`config.mk`:
```
export PLATFORM = sky130hd
export DESIGN_NAME = hbsa_fz
export DESIGN_NICKNAME = d
export VERILOG_FILES = /design/src/hdl/hbsa_pkg.sv /design/src/hdl/hbsa_fz.sv
export SDC_FILE = /design/constraint.sdc
export NUM_CORES = 1
export LEC_CHECK = 0
export BUFFER_PORTS_ARGS = -buffer_cell sky130_fd_sc_hd__buf_4
export CAP_MARGIN = 20
export CORE_MARGIN = 5
export CORE_UTILIZATION = 39
export DETAILED_ROUTE_END_ITERATION = 16
export GPL_TIMING_DRIVEN = 1
export PLACE_DENSITY = 0.84
export SETUP_SLACK_MARGIN = 0.3
export SKIP_LAST_GASP = 1
export SLEW_MARGIN = 15
export SYNTH_ARGS = -nofsm -noshare
export SYNTH_HDL_FRONTEND = slang
export SYNTH_SLANG_ARGS = --single-unit
```
`constraint.sdc`:
```
create_clock -name vclk -period 1.1
set_input_delay 0.055 -clock vclk [all_inputs]
set_output_delay 0.055 -clock vclk [all_outputs]
set_load 0.02 [all_outputs]
```
`src/hdl/hbsa_pkg.sv`:
```
// hbsa_pkg: shared types and constants of the hierarchical bitmap slot allocator
// no dependencies; imported by hbsa_fz, hbsa_mem and the top level
package hbsa_pkg;

  localparam int unsigned FANOUT            = 64;
  localparam int unsigned ENTRIES_PER_BLOCK = 31;
  localparam int unsigned GRP_W             = 6;   // group number bits
  localparam int unsigned BIDX_W            = 6;   // block bits within a group
  localparam int unsigned BLK_FULL_W        = 12;  // widest block number
  localparam int unsigned IDX_W             = 5;   // entry bits within a block
  localparam int unsigned ID_W              = 17;
  localparam int unsigned CNT_W             = 17;
  localparam int unsigned STATUS_W          = 2;
  localparam int unsigned FZ_W              = 32;  // first-zero unit width
  localparam int unsigned OCC_W             = 31;

  localparam logic CMD_ALLOC = 1'b0;
  localparam logic CMD_FREE  = 1'b1;

  localparam logic [STATUS_W-1:0] STATUS_OK       = 2'd0;
  localparam logic [STATUS_W-1:0] STATUS_FULL     = 2'd1;
  localparam logic [STATUS_W-1:0] STATUS_BAD_FREE = 2'd2;

  // id / 31 == (id * DIV31_MUL) >> DIV31_SHIFT, exact for all 17-bit ids
  localparam logic [17:0]  DIV31_MUL   = 18'd135301;
  localparam int unsigned  DIV31_SHIFT = 22;
  localparam int unsigned  PROD_W      = 34;

  typedef struct packed {
    logic                  occ_rd;
    logic                  occ_we;
    logic                  sum_rd;
    logic                  sum_we;
    logic [BLK_FULL_W-1:0] blk;
    logic [GRP_W-1:0]      grp;
    logic [OCC_W-1:0]      occ_wdata;
    logic [FANOUT-1:0]     sum_wdata;
  } mem_req_t;

endpackage

```
`src/hdl/hbsa_fz.sv`:
```
// hbsa_fz: shared first-zero finder over one 32-bit word
// depends on hbsa_pkg
module hbsa_fz import hbsa_pkg::*; (
  input  logic [FZ_W-1:0]  word_i,
  output logic             found_o,
  output logic [IDX_W-1:0] index_o
);

  logic [FZ_W-1:0] zeros;
  logic [FZ_W-1:0] lowest;

  assign zeros   = ~word_i;
  // isolate the lowest set bit of the inverted word
  assign lowest  = zeros & (~zeros + FZ_W'(1));
  assign found_o = |zeros;

  always_comb begin
    index_o = '0;
    for (int i = 0; i < FZ_W; i++) begin
      if (lowest[i]) begin
        index_o = index_o | IDX_W'(i);
      end
    end
  end

endmodule

```
==> run_results.csv <==
group,metric,value,unit
pwr,p_leak,0.0005984,µW
synthesis,synthDistinctLibCells,35,
worst_hold_path,min_path_type,"in2out",
timing,hold_viol_final,0,
pwr,clkPwrFrac,0,%
drt,route.detailed.drc,0,
synthesis,synth-seq-area-share,0,%
setup_path,start_kind,"input port",
cells_and_area,seq_area,0,µm²
drt,vias_per_cell,6.971,
drt,routed_wl,4.214,mm
synthesis,synth_area,516.7,µm²
place,place_inst,169,
timing,timing.final.crit_share,136.8,%
die,coreArea,0.001285,mm²
drt,vias,1199,
pwr,comb_power_share,100.0,%
timing,layout_min_cycle_time,1.505,ns
grt,grt_max_degree,8,
timing,max-slew-margin-rel,75.13,%
cells_and_area,finalNonFillerCells,172,
die,ios,38,
run,maxCapViolCount,0,
cells_and_area,fillers,34,
setup_path,crit_path_end_kind,"output pin",
drt,drt_pass1_iterations,5,
pwr,seqPwrFrac,0,%
timing,slew_violations,0,
setup_path,cp_data_arrival_time,1.45,ns
cells_and_area,final_nets,191,
drt,drtIter0Drc,71,
cells_and_area,multi_input_area,571.8,µm²
grt,grt-ovfl-total,0,
timing,setup_viol_count_final,6,
timing,worstMarginPinSlew,0.3706,ns
setup_path,crit_type,"in2out",
cells_and_area,drive_gt1_share,59.87,%
pwr,powerDensity,321.9,mW/mm²
drt,routedWlPerCell,24.50,µm
timing,rsz0062_at_grt,"true",
pwr,swShare,47.35,%
cells_and_area,postLayoutCellArea,0.001221,mm²
place,place_congestion,0.8604,
place,placed_area,0.001132,mm²
die,die_h,46.40,µm
pwr,internal-power,207.0,µW
grt,grt_pass1_vias,1136,
pwr,vdd_ir_drop_max,0.0002175,V
timing,setup_tns,-2.055,ns
grt,grt_pass1_wl,4.754,mm
timing,setup_slack,-0.4051,ns
timing,max_freq,664.4,MHz
synthesis,synth_cells,81,
setup_path,cp.required,1.04,ns
pwr,p_sw,186.2,µW
cells_and_area,seq_cell_count,0,
setup_path,cp_max_fo,2,
place,dp_hpwl,2.222,mm
grt,antenna_found_initial,0,
synthesis,syn_avg_cell_area,6.380,µm²
synthesis,syn-num-nets,113,
die,row_count,13,
place,port_buffers,38,
grt,track_usage,29.98,%
outcome,status,"finished, violations left",
cells_and_area,nClkBuffers,0,
pwr,finalPower,393.1,µW
outcome,violations,"setup timing",
drt,antenna_left,0,
cells_and_area,antennaDiodeCount,0,
die,die-area,0.002153,mm²
die,initial_core_util,40.21,%
worst_hold_path,holdPathStages,5,
synthesis,yosysWarnings,0,
cells_and_area,area_growth_syn_to_layout,136.3,%
die,die-width,46.40,µm
## logic make-up (layout without fill, tap and decap cells)
logic type | Yosys count | count (layout) | synth area share [%]
and+or+nand+nor | 48 | 48 | 58.35
buffers and inverters | 5 | 81 | 3.632
AOI/OAI and AO/OA | 28 | 28 | 38.01
## path summary, 6_finish.rpt
path / end / from / slack, ns
worst max-delay path: found_o / word_i[14] / -0.41
worst min-delay path: index_o[0] / word_i[12] / 0.58
## power by group through the flow
stage                     clock network (µW)  logic (µW)  registers, µW
after floorplan                            0        92.4              0
after CTS                                  0         341              0
after global placement                     0         311              0
final                                      0         393              0
after detailed placement                   0         327              0
after global routing                       0         404              0
## synthesized netlist by cell type
library cell | n | share of area, %
a211o_1 | 2 | 3.4
a21boi_0 | 2 | 2.9
a21o_1 | 1 | 1.5
a21oi_1 | 4 | 3.9
a22o_1 | 1 | 1.7
a311o_1 | 1 | 1.9
a311oi_1 | 2 | 3.4
a41oi_1 | 1 | 1.7
and2_1 | 2 | 2.4
and3_1 | 1 | 1.2
and4_1 | 2 | 3.4
and4_4 | 1 | 2.2
and4b_1 | 2 | 3.9
inv_1 | 5 | 3.6
nand2_1 | 11 | 8.0
nand2b_1 | 1 | 1.2
nand2b_4 | 1 | 2.7
nand3_1 | 9 | 8.7
nand3b_1 | 2 | 2.9
nand4_1 | 4 | 4.8
nand4_2 | 1 | 2.4
nor2_1 | 5 | 3.6
nor2_2 | 1 | 1.2
nor2b_1 | 1 | 1.2
nor3_2 | 1 | 1.9
nor4b_2 | 1 | 2.9
o211a_1 | 1 | 1.9
o211ai_1 | 2 | 2.9
o21a_1 | 1 | 1.5
o21ai_0 | 7 | 6.8
o21ai_1 | 1 | 0.97
o311a_1 | 1 | 1.9
o32ai_1 | 1 | 1.7
or2b_1 | 1 | 1.5
or4_4 | 1 | 2.2
## stage by stage
stage               utilization, %  worst slack [ns]  hold WS [ns]
floorplan                        -           -0.1085        0.2885
global placement             88.12           -0.2577        0.5573
detailed placement           88.12           -0.3356        0.5631
CTS                          92.89           -0.3183        0.5493
global route                 95.03           -0.4344        0.5883
finish                       95.03           -0.4051        0.5794
## final cells by class
type	instances	share of cell area [%]
Timing Repair Buffer	76	50.10
Multi-Input combinational cell	76	46.82
Inverter	5	1.537
Tap cell	15	1.537
## worst max-delay path, cell delays in order
cell	delay, ns
buf_6	0.09
nand4_1	0.18
nor3_4	0.21
and4_4	0.28
nand2b_4	0.06
or4_4	0.42
buf_6	0.15
## metal layers
layer	routed length, µm	GRT usage [%]
met1	1311	26.59
met2	1804	62.64
met3	594	4.688
met4	504	13.64
met5	0	0
## layout by cell type, fill, tap and decap left out, drive strengths merged, types with 2 or more instances in the layout
cell	Yosys	layout
a211o	2	2
a21boi	2	2
a21oi	4	4
a311oi	2	2
and2	2	2
and4	3	3
and4b	2	2
buf	0	76
inv	5	5
nand2	11	11
nand2b	2	2
nand3	9	9
nand3b	2	2
nand4	5	5
nor2	6	6
o211ai	2	2
o21ai	8	8
## timing repair
action,4_1_cts,5_1_grt
pin swaps,6,5
resized for setup,12,7
hold endpoints to repair,0,0
setup endpoints to repair,6,6
hold buffers,0,0
buffers inserted,2,1
gates cloned,0,0
Power figures use the tool's default switching activity.
